===== config.mk =====
export PLATFORM = sky130hd
export DESIGN_NAME = gate_button_press_classifier_flat
export DESIGN_NICKNAME = d
export VERILOG_FILES = /design/src/hw/rtl/gbpc_pkg.sv /design/src/hw/rtl/gbpc_req_if.sv /design/src/hw/rtl/gbpc_rsp_if.sv /design/src/hw/rtl/gbpc_cmd_sel.sv /design/src/hw/rtl/gate_button_press_classifier.sv /design/src/flat_wrapper.sv
export SDC_FILE = /design/constraint.sdc
export NUM_CORES = 1
export LEC_CHECK = 0
export ABC_AREA = 0
export BUFFER_PORTS_ARGS = -buffer_cell sky130_fd_sc_hd__buf_2
export CORE_ASPECT_RATIO = 0.75
export CORE_MARGIN = 8
export CORE_UTILIZATION = 55
export CTS_BUF_LIST = sky130_fd_sc_hd__clkbuf_2 sky130_fd_sc_hd__clkbuf_4 sky130_fd_sc_hd__clkbuf_8
export CTS_CLUSTER_SIZE = 12
export DETAILED_ROUTE_END_ITERATION = 6
export PLACE_DENSITY = 0.83
export RECOVER_POWER = 50
export SETUP_SLACK_MARGIN = 0.1
export SYNTH_ARGS = -nofsm -noshare
export SYNTH_HDL_FRONTEND = slang
export SYNTH_SLANG_ARGS = --single-unit
export TNS_END_PERCENT = 20

===== constraint.sdc =====
create_clock -name clock -period 8.3 [get_ports clock]
set_input_delay 0.415 -clock clock [delete_from_list [all_inputs] [get_ports clock]]
set_output_delay 0.415 -clock clock [all_outputs]
set_load 0.03 [all_outputs]

===== src/hw/rtl/gbpc_pkg.sv =====
package gbpc_pkg;

   localparam int unsigned TimeWidth   = 32;
   localparam int unsigned CfgWidth    = 16;
   localparam int unsigned StatusWidth = 3;
   localparam int unsigned AddrWidth   = 4;
   localparam int unsigned DataWidth   = 32;

   localparam logic [CfgWidth-1:0] DebounceReset  = 16'd50;
   localparam logic [CfgWidth-1:0] LongPressReset = 16'd1500;
   localparam logic [CfgWidth-1:0] CooldownReset  = 16'd1000;

   localparam logic [StatusWidth-1:0] StClosed    = 3'd0;
   localparam logic [StatusWidth-1:0] StOpen      = 3'd1;
   localparam logic [StatusWidth-1:0] StMoveFirst = 3'd2;
   localparam logic [StatusWidth-1:0] StMoveLast  = 3'd4;
   localparam logic [StatusWidth-1:0] StError     = 3'd5;

   typedef enum logic [1:0] {
      SCOPE_SINGLE = 2'd0,
      SCOPE_PAIRED = 2'd1,
      SCOPE_HOME   = 2'd2
   } scope_type;

   typedef enum logic [1:0] {
      ACT_NONE  = 2'd0,
      ACT_OPEN  = 2'd1,
      ACT_CLOSE = 2'd2,
      ACT_STOP  = 2'd3
   } action_type;

   typedef enum logic [1:0] {
      REG_DEBOUNCE   = 2'd0,
      REG_LONG_PRESS = 2'd1,
      REG_COOLDOWN   = 2'd2
   } reg_index_type;

   typedef struct packed {
      logic                   long_press;
      logic [StatusWidth-1:0] gate_one_status;
      logic [StatusWidth-1:0] gate_two_status;
      logic                   gate_one_full_open;
      logic                   gate_one_full_closed;
      logic                   gate_two_full_open;
      logic                   gate_two_full_closed;
   } sel_in_type;

   typedef struct packed {
      scope_type  command_scope;
      action_type gate_one_action;
      action_type gate_two_action;
   } cmd_type;

endpackage


===== src/hw/rtl/gbpc_req_if.sv =====
interface gbpc_req_if;
   import gbpc_pkg::*;

   logic                   valid;
   logic                   ready;
   logic [TimeWidth-1:0]   now_ms;
   logic                   button_pressed;
   logic [StatusWidth-1:0] gate_one_status;
   logic [StatusWidth-1:0] gate_two_status;
   logic                   gate_one_full_open;
   logic                   gate_one_full_closed;
   logic                   gate_two_full_open;
   logic                   gate_two_full_closed;

   modport source (
      output valid, now_ms, button_pressed, gate_one_status, gate_two_status,
             gate_one_full_open, gate_one_full_closed, gate_two_full_open,
             gate_two_full_closed,
      input  ready
   );

   modport sink (
      input  valid, now_ms, button_pressed, gate_one_status, gate_two_status,
             gate_one_full_open, gate_one_full_closed, gate_two_full_open,
             gate_two_full_closed,
      output ready
   );

endinterface


===== src/hw/rtl/gbpc_rsp_if.sv =====
interface gbpc_rsp_if;

   logic       valid;
   logic       ready;
   logic [1:0] command_scope;
   logic [1:0] gate_one_action;
   logic [1:0] gate_two_action;

   modport source (
      output valid, command_scope, gate_one_action, gate_two_action,
      input  ready
   );

   modport sink (
      input  valid, command_scope, gate_one_action, gate_two_action,
      output ready
   );

endinterface


===== src/hw/rtl/gbpc_cmd_sel.sv =====
module gbpc_cmd_sel (
   input  gbpc_pkg::sel_in_type sel,
   output gbpc_pkg::cmd_type    cmd
);
   import gbpc_pkg::*;

   logic       one_moving;
   logic       two_moving;
   logic       any_error;
   action_type pair_action;
   action_type single_action;
   action_type home_one;
   action_type home_two;

   assign one_moving = (sel.gate_one_status >= StMoveFirst) &&
                       (sel.gate_one_status <= StMoveLast);
   assign two_moving = (sel.gate_two_status >= StMoveFirst) &&
                       (sel.gate_two_status <= StMoveLast);
   assign any_error  = (sel.gate_one_status == StError) ||
                       (sel.gate_two_status == StError);

   always_comb begin
      priority if (two_moving) begin
         single_action = ACT_STOP;
      end else if (sel.gate_two_status == StOpen) begin
         single_action = ACT_CLOSE;
      end else begin
         single_action = ACT_OPEN;
      end

      priority if (one_moving || two_moving) begin
         pair_action = ACT_STOP;
      end else if (sel.gate_one_status == StOpen || sel.gate_two_status == StOpen) begin
         pair_action = ACT_CLOSE;
      end else begin
         pair_action = ACT_OPEN;
      end

      priority if (sel.gate_one_full_closed) begin
         home_one = ACT_CLOSE;
      end else if (sel.gate_one_full_open) begin
         home_one = ACT_OPEN;
      end else begin
         home_one = ACT_NONE;
      end

      priority if (sel.gate_two_full_closed) begin
         home_two = ACT_CLOSE;
      end else if (sel.gate_two_full_open) begin
         home_two = ACT_OPEN;
      end else begin
         home_two = ACT_NONE;
      end

      priority if (!sel.long_press) begin
         cmd.command_scope   = SCOPE_SINGLE;
         cmd.gate_one_action = ACT_NONE;
         cmd.gate_two_action = single_action;
      end else if (any_error) begin
         cmd.command_scope   = SCOPE_HOME;
         cmd.gate_one_action = home_one;
         cmd.gate_two_action = home_two;
      end else begin
         cmd.command_scope   = SCOPE_PAIRED;
         cmd.gate_one_action = pair_action;
         cmd.gate_two_action = pair_action;
      end
   end

endmodule


===== src/hw/rtl/gate_button_press_classifier.sv =====
// Button press classifier for two gates. Each req beat is one poll sample of
// the button and gate status; a rsp beat carries a command when a short
// release or a long hold qualifies. One sample is taken every cycle unless
// rsp backpressure holds the input register: the sample is registered, all
// debounce, hold and cooldown decisions are made from the registered sample
// and the timing state is updated as it leaves the input register, and the
// command lands in an output register.
// Backpressure on rsp stalls req only when a command is waiting and another
// sample is ready to leave the input register.
module gate_button_press_classifier (
   input  logic                            clock,
   input  logic                            reset,
   gbpc_req_if.sink                        req_chan,
   gbpc_rsp_if.source                      rsp_chan,
   input  logic                            psel,
   input  logic                            penable,
   input  logic                            pwrite,
   input  logic [gbpc_pkg::AddrWidth-1:0]  paddr,
   input  logic [gbpc_pkg::DataWidth-1:0]  pwdata,
   output logic [gbpc_pkg::DataWidth-1:0]  prdata,
   output logic                            pready
);
   import gbpc_pkg::*;

   logic [CfgWidth-1:0] debounce_ff;
   logic [CfgWidth-1:0] long_press_ff;
   logic [CfgWidth-1:0] cooldown_ff;
   reg_index_type       reg_index;
   logic                cfg_write;

   logic                   in_vld_ff;
   logic [TimeWidth-1:0]   now_ff;
   logic                   pressed_ff;
   logic [StatusWidth-1:0] status_one_ff;
   logic [StatusWidth-1:0] status_two_ff;
   logic                   one_open_ff;
   logic                   one_closed_ff;
   logic                   two_open_ff;
   logic                   two_closed_ff;

   logic                 level_ff, level_in;
   logic [TimeWidth-1:0] change_time_ff, change_time_in;
   logic [TimeWidth-1:0] cmd_time_ff, cmd_time_in;
   logic [TimeWidth-1:0] start_time_ff, start_time_in;
   logic                 fired_ff, fired_in;

   logic    out_vld_ff, out_vld_in;
   cmd_type out_ff, out_in;

   logic                 advance;
   logic                 take;
   logic [TimeWidth-1:0] since_change;
   logic [TimeWidth-1:0] since_cmd;
   logic [TimeWidth-1:0] since_start;
   logic                 level_change;
   logic                 press_edge;
   logic                 cooldown_clear;
   logic                 release_cmd;
   logic                 fired_eff;
   logic [TimeWidth-1:0] hold_time;
   logic                 long_hit;
   logic                 long_cmd;
   sel_in_type           sel;
   cmd_type              cmd;

   // configuration
   assign pready    = 1'b1;
   assign reg_index = reg_index_type'(paddr[AddrWidth-1:2]);
   assign cfg_write = psel && penable && pwrite;

   always_ff @(posedge clock) begin
      if (reset) begin
         debounce_ff   <= DebounceReset;
         long_press_ff <= LongPressReset;
         cooldown_ff   <= CooldownReset;
      end else if (cfg_write) begin
         unique case (reg_index)
            REG_DEBOUNCE:   debounce_ff   <= pwdata[CfgWidth-1:0];
            REG_LONG_PRESS: long_press_ff <= pwdata[CfgWidth-1:0];
            REG_COOLDOWN:   cooldown_ff   <= pwdata[CfgWidth-1:0];
            default: ;
         endcase
      end
   end

   always_comb begin
      unique case (reg_index)
         REG_DEBOUNCE:   prdata = {{(DataWidth-CfgWidth){1'b0}}, debounce_ff};
         REG_LONG_PRESS: prdata = {{(DataWidth-CfgWidth){1'b0}}, long_press_ff};
         REG_COOLDOWN:   prdata = {{(DataWidth-CfgWidth){1'b0}}, cooldown_ff};
         default:        prdata = '0;
      endcase
   end

   // handshake
   assign advance        = in_vld_ff && (!out_vld_ff || rsp_chan.ready);
   assign req_chan.ready = !in_vld_ff || advance;
   assign take           = req_chan.valid && req_chan.ready;

   always_ff @(posedge clock) begin
      if (reset) begin
         in_vld_ff <= 1'b0;
      end else if (req_chan.ready) begin
         in_vld_ff <= req_chan.valid;
      end
   end

   always_ff @(posedge clock) begin
      if (take) begin
         now_ff        <= req_chan.now_ms;
         pressed_ff    <= req_chan.button_pressed;
         status_one_ff <= req_chan.gate_one_status;
         status_two_ff <= req_chan.gate_two_status;
         one_open_ff   <= req_chan.gate_one_full_open;
         one_closed_ff <= req_chan.gate_one_full_closed;
         two_open_ff   <= req_chan.gate_two_full_open;
         two_closed_ff <= req_chan.gate_two_full_closed;
      end
   end

   // decision
   assign since_change   = now_ff - change_time_ff;
   assign since_cmd      = now_ff - cmd_time_ff;
   assign since_start    = now_ff - start_time_ff;
   assign level_change   = (pressed_ff != level_ff) &&
                           (since_change > {{(TimeWidth-CfgWidth){1'b0}}, debounce_ff});
   assign press_edge     = level_change && pressed_ff;
   assign cooldown_clear = since_cmd > {{(TimeWidth-CfgWidth){1'b0}}, cooldown_ff};
   assign release_cmd    = level_change && !pressed_ff && !fired_ff && cooldown_clear;
   assign fired_eff      = press_edge ? 1'b0 : fired_ff;
   assign hold_time      = press_edge ? '0 : since_start;
   assign long_hit       = pressed_ff && !fired_eff &&
                           (hold_time >= {{(TimeWidth-CfgWidth){1'b0}}, long_press_ff});
   assign long_cmd       = long_hit && cooldown_clear;

   assign sel.long_press           = !release_cmd;
   assign sel.gate_one_status      = status_one_ff;
   assign sel.gate_two_status      = status_two_ff;
   assign sel.gate_one_full_open   = one_open_ff;
   assign sel.gate_one_full_closed = one_closed_ff;
   assign sel.gate_two_full_open   = two_open_ff;
   assign sel.gate_two_full_closed = two_closed_ff;

   gbpc_cmd_sel u_cmd_sel (
      .sel (sel),
      .cmd (cmd)
   );

   always_comb begin
      level_in       = level_ff;
      change_time_in = change_time_ff;
      cmd_time_in    = cmd_time_ff;
      start_time_in  = start_time_ff;
      fired_in       = fired_ff;
      out_in         = out_ff;
      out_vld_in     = out_vld_ff && !rsp_chan.ready;
      if (advance) begin
         if (level_change) begin
            level_in       = pressed_ff;
            change_time_in = now_ff;
         end
         if (press_edge) begin
            start_time_in = now_ff;
            fired_in      = 1'b0;
         end
         if (long_hit) begin
            fired_in = 1'b1;
         end
         if (release_cmd || long_cmd) begin
            cmd_time_in = now_ff;
            out_in      = cmd;
            out_vld_in  = 1'b1;
         end
      end
   end

   always_ff @(posedge clock) begin
      if (reset) begin
         level_ff       <= 1'b0;
         change_time_ff <= '0;
         cmd_time_ff    <= '0;
         start_time_ff  <= '0;
         fired_ff       <= 1'b0;
         out_vld_ff     <= 1'b0;
      end else begin
         level_ff       <= level_in;
         change_time_ff <= change_time_in;
         cmd_time_ff    <= cmd_time_in;
         start_time_ff  <= start_time_in;
         fired_ff       <= fired_in;
         out_vld_ff     <= out_vld_in;
      end
   end

   always_ff @(posedge clock) begin
      out_ff <= out_in;
   end

   assign rsp_chan.valid           = out_vld_ff;
   assign rsp_chan.command_scope   = out_ff.command_scope;
   assign rsp_chan.gate_one_action = out_ff.gate_one_action;
   assign rsp_chan.gate_two_action = out_ff.gate_two_action;

endmodule

===== src/flat_wrapper.sv =====
// flat-port wrapper written by rule: the top's interface ports become plain ports
module gate_button_press_classifier_flat import gbpc_pkg::*;
  (clock, reset, psel, penable, pwrite, paddr, pwdata, prdata, pready, req_chan_valid, req_chan_now_ms, req_chan_button_pressed, req_chan_gate_one_status, req_chan_gate_two_status, req_chan_gate_one_full_open, req_chan_gate_one_full_closed, req_chan_gate_two_full_open, req_chan_gate_two_full_closed, req_chan_ready, rsp_chan_valid, rsp_chan_command_scope, rsp_chan_gate_one_action, rsp_chan_gate_two_action, rsp_chan_ready);
  gbpc_req_if req_chan_i ();
  gbpc_rsp_if rsp_chan_i ();
  input  logic clock;
  input  logic reset;
  input  logic psel;
  input  logic penable;
  input  logic pwrite;
  input  logic [gbpc_pkg::AddrWidth-1:0] paddr;
  input  logic [gbpc_pkg::DataWidth-1:0] pwdata;
  output logic [gbpc_pkg::DataWidth-1:0] prdata;
  output logic pready;
  input wire logic [$bits(req_chan_i.valid)-1:0] req_chan_valid;
  input wire logic [$bits(req_chan_i.now_ms)-1:0] req_chan_now_ms;
  input wire logic [$bits(req_chan_i.button_pressed)-1:0] req_chan_button_pressed;
  input wire logic [$bits(req_chan_i.gate_one_status)-1:0] req_chan_gate_one_status;
  input wire logic [$bits(req_chan_i.gate_two_status)-1:0] req_chan_gate_two_status;
  input wire logic [$bits(req_chan_i.gate_one_full_open)-1:0] req_chan_gate_one_full_open;
  input wire logic [$bits(req_chan_i.gate_one_full_closed)-1:0] req_chan_gate_one_full_closed;
  input wire logic [$bits(req_chan_i.gate_two_full_open)-1:0] req_chan_gate_two_full_open;
  input wire logic [$bits(req_chan_i.gate_two_full_closed)-1:0] req_chan_gate_two_full_closed;
  output wire logic [$bits(req_chan_i.ready)-1:0] req_chan_ready;
  output wire logic [$bits(rsp_chan_i.valid)-1:0] rsp_chan_valid;
  output wire logic [$bits(rsp_chan_i.command_scope)-1:0] rsp_chan_command_scope;
  output wire logic [$bits(rsp_chan_i.gate_one_action)-1:0] rsp_chan_gate_one_action;
  output wire logic [$bits(rsp_chan_i.gate_two_action)-1:0] rsp_chan_gate_two_action;
  input wire logic [$bits(rsp_chan_i.ready)-1:0] rsp_chan_ready;
  assign req_chan_i.valid = req_chan_valid;
  assign req_chan_i.now_ms = req_chan_now_ms;
  assign req_chan_i.button_pressed = req_chan_button_pressed;
  assign req_chan_i.gate_one_status = req_chan_gate_one_status;
  assign req_chan_i.gate_two_status = req_chan_gate_two_status;
  assign req_chan_i.gate_one_full_open = req_chan_gate_one_full_open;
  assign req_chan_i.gate_one_full_closed = req_chan_gate_one_full_closed;
  assign req_chan_i.gate_two_full_open = req_chan_gate_two_full_open;
  assign req_chan_i.gate_two_full_closed = req_chan_gate_two_full_closed;
  assign req_chan_ready = req_chan_i.ready;
  assign rsp_chan_valid = rsp_chan_i.valid;
  assign rsp_chan_command_scope = rsp_chan_i.command_scope;
  assign rsp_chan_gate_one_action = rsp_chan_i.gate_one_action;
  assign rsp_chan_gate_two_action = rsp_chan_i.gate_two_action;
  assign rsp_chan_i.ready = rsp_chan_ready;
  gate_button_press_classifier u_core (.clock(clock), .reset(reset), .req_chan(req_chan_i), .rsp_chan(rsp_chan_i), .psel(psel), .penable(penable), .pwrite(pwrite), .paddr(paddr), .pwdata(pwdata), .prdata(prdata), .pready(pready));
endmodule

* After elaboration in Yosys (flattened, before gate mapping)
Index checks and enable logic that the tools add are counted.
** Word-level totals
- Register bits :: 197
- Output and inout port bits :: 41
** Operators by class
- Add/subtract/negate cells :: 3
- Magnitude comparators :: 7
- Equality and inequality tests :: 7
- Muxes and demuxes :: 16
- Reduce and logical (&&, ||, !) cells :: 34
** Operator list (number)
- $sub 32x32->32 :: 3
- $gt 32x16->1 :: 2
- $pmux 16 s3 :: 1
- $ge 32x16->1 :: 1
- $mux 32 :: 1
- $logic_and 1x1->1 :: 15
- $mux 2 :: 7
- $reduce_and 2->1 :: 6
- $eq 3x1->1 const B :: 2
- $eq 3x3->1 const B :: 2
- $ge 3x2->1 const B :: 2
- $le 3x3->1 const B :: 2
- $logic_not 1->1 :: 6
- $logic_or 1x1->1 :: 6
- $mux 1 :: 6
- $mux 6 :: 1
- $eq 2x1->1 const B :: 1
- $eq 2x2->1 const B :: 1
- $logic_not 2->1 :: 1
- $ne 1x1->1 :: 1

* Logic depth before layout (Yosys ltp)
- Depth after elaboration :: 12
- Depth in mapped cells :: 40
- Gate-level depth less buffers :: 37

* Modules after synthesis
From an unflattened synthesis, not the netlist that was laid out.
** Unflattened totals
- Cell total of the unflattened synthesis :: 1757
- Area, all modules :: 14481.4 um^2
** By module, submodules not included
- gate_button_press_classifier :: times used 1, cells an instance 1730, area each 14303.7 um^2, seq. area each 4434.3 um^2
- gbpc_cmd_sel :: times used 1, cells an instance 27, area each 177.7 um^2, seq. area each 0.0 um^2

* Worst setup path before layout
No wires, ideal clock.
- Kind :: flip-flop to flip-flop
- Start :: register u_core.now_ff[2]
- End :: register u_core.out_ff, in the netlist u_core.rsp_chan.command_scope[0] (enable)
- Setup time :: 0.245 ns
- Arrival :: 6.991 ns
- Setup slack :: 1.063 ns
- Cell stages (with the launch flop) :: 37
- Clock period less this slack :: 7.237 ns
- Cell sequence :: edfxtp_1 > ha_1 > nor2b_1 > o21bai_1 > nand2_1 > a21oi_1 > nor2b_1 > o21ai_0 > nand2b_1 > a31oi_1 > o21ai_0 > xor2_1 > ha_1 > nand4_1 > nor2_1 > a221o_1 > o31ai_1 > o211ai_1 > a2111oi_2 > and4_1 > a41oi_2 > and2_2 > clkbuf_1 > or2_2 > ha_1 > nand2b_1 > a21o_1 > a21oi_1 > o21ai_0 > o41ai_1 > o211a_1 > and3_1 > nand4_1 > o41ai_2 > a211o_4 > inv_8 > buf_12
** On the way
- Longest elaborated chain between the ends :: 11
** RTL lines
- from (decl) :: line gate_button_press_classifier.sv:32 : logic [TimeWidth-1:0] now_ff;
- from (signal assigned) :: line gate_button_press_classifier.sv:110 : now_ff <= req_chan.now_ms;
- parallel branches: the longest is 9 deep, another holds $sub 32x32->32
- $logic_or 1x1->1 (*) :: line gate_button_press_classifier.sv:169 : if (release_cmd || long_cmd) begin
- $reduce_and 2->1 (no line) (*)
- to (signal assigned) :: line gate_button_press_classifier.sv:196 : out_ff <= out_in;
- to (decl) :: line gate_button_press_classifier.sv:48 : cmd_type out_ff, out_in;
Mark *: on every way between the ends.
A chain may end at the register's enable or synchronous reset.

* Worst setup path in the final report
- Start :: register u_core.now_ff[0]
- End :: register u_core.cmd_time_ff[6]
** On the way
- Longest elaborated chain between the ends :: 11
** RTL lines
- parallel branches: the longest is 9 deep, another holds $sub 32x32->32
- $logic_or 1x1->1 (*) :: line gate_button_press_classifier.sv:169
- $reduce_and 2->1 (no line) (*)
- to (signal assigned) :: line gate_button_press_classifier.sv:188 : cmd_time_ff <= cmd_time_in;
- to (decl) :: line gate_button_press_classifier.sv:43 : logic [TimeWidth-1:0] cmd_time_ff, cmd_time_in;
Marked as above.

==> results.ini <==
[status]
run_status = finished with violations
violations = max-capacitance violations, max-slew violations

[worst_hold_path]
min_to = u_core.one_closed_ff$_DFFE_PP_
min_path_type = in -> reg
hold_path_startpoint = req_chan_gate_one_full_closed
hold_depth = 1

[global_routing]
track_usage_pct = 24.3
grt_max_degree = 101
grt_overflow_total = 0
grt_pass1_vias = 12500
grt_pass1_wl_mm = 63.4
grt_antenna_before_repair = 0

[placement]
place.gp.congestion = 0.926
placed_area_mm2 = 0.0153
placed_cells = 2193
preCtsSetupSlack_ns = 0.237
port_buffers = 91
dpl.hpwl_mm = 31.2

[floorplan]
dieArea_mm2 = 0.0323
die_w_um = 205
initial_core_util_pct = 55.3
num_rows = 52
core_mm2 = 0.0266
pin_count = 127
die-height_um = 158

[setup_path]
reg2regPathDepth = 37
worstSetupStartpointType = flop
cp_slowest_cell = edfxtp_1
crit_fanout = 38
critPathArrivalTime_ns = 8.22
worstSetupPathType = reg -> reg
end_kind = flop
r2r_slack_ns = 0.44
r2r-end = u_core.cmd_time_ff[6]$_SDFFE_PP0P_
r2r-start = u_core.now_ff[0]$_DFFE_PP_
cp_common_cell = ha_1
cp.required_ns = 8.66
cp_top_family = compound AO/OA/AOI/OAI gates
crit_buf_inv = 2
critical_path.max_stage_delay_ns = 0.44

[logic_synthesis]
async_reset_ff_share_pct = 0
ys.warnings.count = 0
netlist_top_cells_area = dfxtp_1 20%, ha_1 12%, edfxtp_1 10%
synth-edff-count = 49
ys_seq_elements = 197
synth_top_area_cell = dfxtp_1
synthCells = 1806
yosysSeqAreaShare_pct = 30.1
synthTopCellsByCount = 251 x nand2_1, 166 x inv_1, 150 x a21oi_1, 150 x nor2_1, 148 x dfxtp_1
synth_top_flop_cell = dfxtp_1
syn_area_mm2 = 0.0147
avgSynthCellArea_um2 = 8.15
synth_top_area_share_pct = 20.1
ys_types = 96
post-synth-top-count-cell = nand2_1

[cts]
h-tree-depth = 4
cts_tree = yes
hold_buffers = 0
clock_sinks = 197
clockBufferDepth = 2
cts-root-buf = clkbuf_8
worstSkewPairLatency_ns = 0.50
cts_inserted_buffers = 17
path_clk_slew_ns = 0.12

[pwr]
powerDensity_mw_per_mm2 = 155
power.leakage_nw = 6.53
irDropWorstVdd_mv = 0.147

[timing]
fin_crit_ns = 7.86
setup_violations = 0
slew_violations = 165
rsz0062_at_grt = no
skew_ns = 0.0258
relSlewSlack_pct = -215
fin_ws_ns = 0.442
hold_viol_final = 0
post-route-period-util_pct = 94.7
worst_pin_slew_ns = 4.72
tns_ns = 0
max_freq_mhz = 127

[drt]
post-route-drc-count = 0
first_iter_violations = 1423
via_per_inst = 5.96
drt_wl_total_mm = 40.5
wire_per_inst_um = 18.2
firstDrtPassIters = 6
ant_nets = 0
vias = 13300

[final_layout]
area_growth_pct = 7.14
nets = 2093
stdcell_area_mm2 = 0.0158
final_cell_count_no_fill = 2227
layout-drive-gt1-share_pct = 9.43
diodes = 0
nFillCells = 2331

[run]
max-cap-violations = 3

kinds of logic after synthesis:
family	synth area share, %
AOI/OAI and AO/OA	20.0
DFF	30.1
buffers and inverters	8.22
muxes	8.41
xor gates and xnor gates	3.51
adders and majority gates	12.4
and+or+nand+nor	17.3
other	0.0510
routing by layer:
metal  vias to the layer above  GRT usage [%]  part of all wire (%)
met5                         -              0                     0
met4                         0           6.79                   2.3
li1                       6423              -                     -
met1                      6180           34.9                    46
met3                        80           5.19                    10
met2                       587           36.3                    42
per-stage QoR:
stage / power, mW / hold WS [ns] / util [%]
floorplan: 1.58 / 0.435 / -
global placement: 1.72 / 0.442 / 57.5
detailed placement: 1.74 / 0.446 / 57.5
CTS: 2.42 / 0.0673 / 59.1
global route: 2.55 / 0.0577 / 59.2
finish: 2.44 / 0.0822 / 59.2
worst reg2reg max path, delay by kind of cell (launching register included):
family / cells / cell delay, ns
buffers and inverters: 2 / 0.27
flip-flops: 1 / 0.44
AO/OA/AOI/OAI: 17 / 3.75
adder cells (fa/ha/maj): 4 / 1.04
XOR/XNOR: 1 / 0.15
AND/OR/NAND/NOR: 12 / 1.92
multiplexers: 1 / 0.20
placed cells by master (no fill, tap or decap), types with 8 or more instances in the layout:
cell      instances
o21a_1           17
nor3_1           14
nand3_1          20
conb_1           17
nand2_1         250
inv_1           166
buf_2            80
edfxtp_1         49
nor2_1          150
a21o_1           33
clkbuf_8         18
nand4_1          37
and3_1            8
dfxtp_1         148
nand2b_1         14
nor2b_1          17
ha_1            141
o21bai_1         13
a21oi_1         149
clkbuf_1         13
xor2_1           19
o21ai_0         100
buf_4            25
nor4_1           12
mux2i_1         121
a31oi_1          10
o211ai_1         22
xnor2_1          40
a211oi_1         17
flip-flops by register name, indices dropped and copies added (netlist names):
signal,cells
u_core.two_closed_ff,1
u_core.change_time_ff,32
u_core.cmd_time_ff,32
u_core.status_one_ff,3
u_core.pressed_ff,1
u_core.one_open_ff,1
u_core.now_ff,32
u_core.rsp_chan.gate_one_action,2
u_core.one_closed_ff,1
u_core.in_vld_ff,1
u_core.cooldown_ff,16
u_core.level_ff,1
u_core.rsp_chan.gate_two_action,2
u_core.status_two_ff,3
u_core.start_time_ff,32
u_core.fired_ff,1
u_core.rsp_chan.valid,1
u_core.debounce_ff,16
u_core.two_open_ff,1
u_core.rsp_chan.command_scope,2
u_core.long_press_ff,16
what timing repair did:
item | 4_1_cts | 5_1_grt
gates resized for setup | 0 | 8
endpoints found under the setup margin | 0 | 40
setup buffers | 0 | 2
worst max path at each step:
stage,from,endpoint,cells past startpoint
2_1_floorplan,u_core.now_ff[2]$_DFFE_PP_,u_core.rsp_chan.command_scope[0]$_SDFFCE_PP0P_,36
3_3_place_gp,u_core.now_ff[0]$_DFFE_PP_,u_core.cmd_time_ff[8]$_SDFFE_PP0P_,37
3_5_place_dp,u_core.now_ff[0]$_DFFE_PP_,u_core.cmd_time_ff[8]$_SDFFE_PP0P_,37
4_1_cts,u_core.now_ff[0]$_DFFE_PP_,u_core.cmd_time_ff[6]$_SDFFE_PP0P_,37
5_1_grt,u_core.now_ff[0]$_DFFE_PP_,u_core.fired_ff$_SDFFE_PP0P_,37
6_report,u_core.now_ff[0]$_DFFE_PP_,u_core.cmd_time_ff[6]$_SDFFE_PP0P_,37
cell type report:
class | instances | area [um^2] | area share [%]
clock buffers | 19 | 255 | 1.62
well taps | 351 | 439 | 2.79
flip-flops and latches | 197 | 4430 | 28.1
repair buffers | 118 | 637 | 4.04
clock inverters | 13 | 183 | 1.16
multi-input cells | 1361 | 9180 | 58.2
inverters | 168 | 638 | 4.05
power by group:
| group | switching, mW | internal, mW |
|---|---|---|
| logic | 0.428 | 0.269 |
| clock network | 0.395 | 0.296 |
| registers | 0.0306 | 1.02 |
Power figures use the tool's default switching activity.
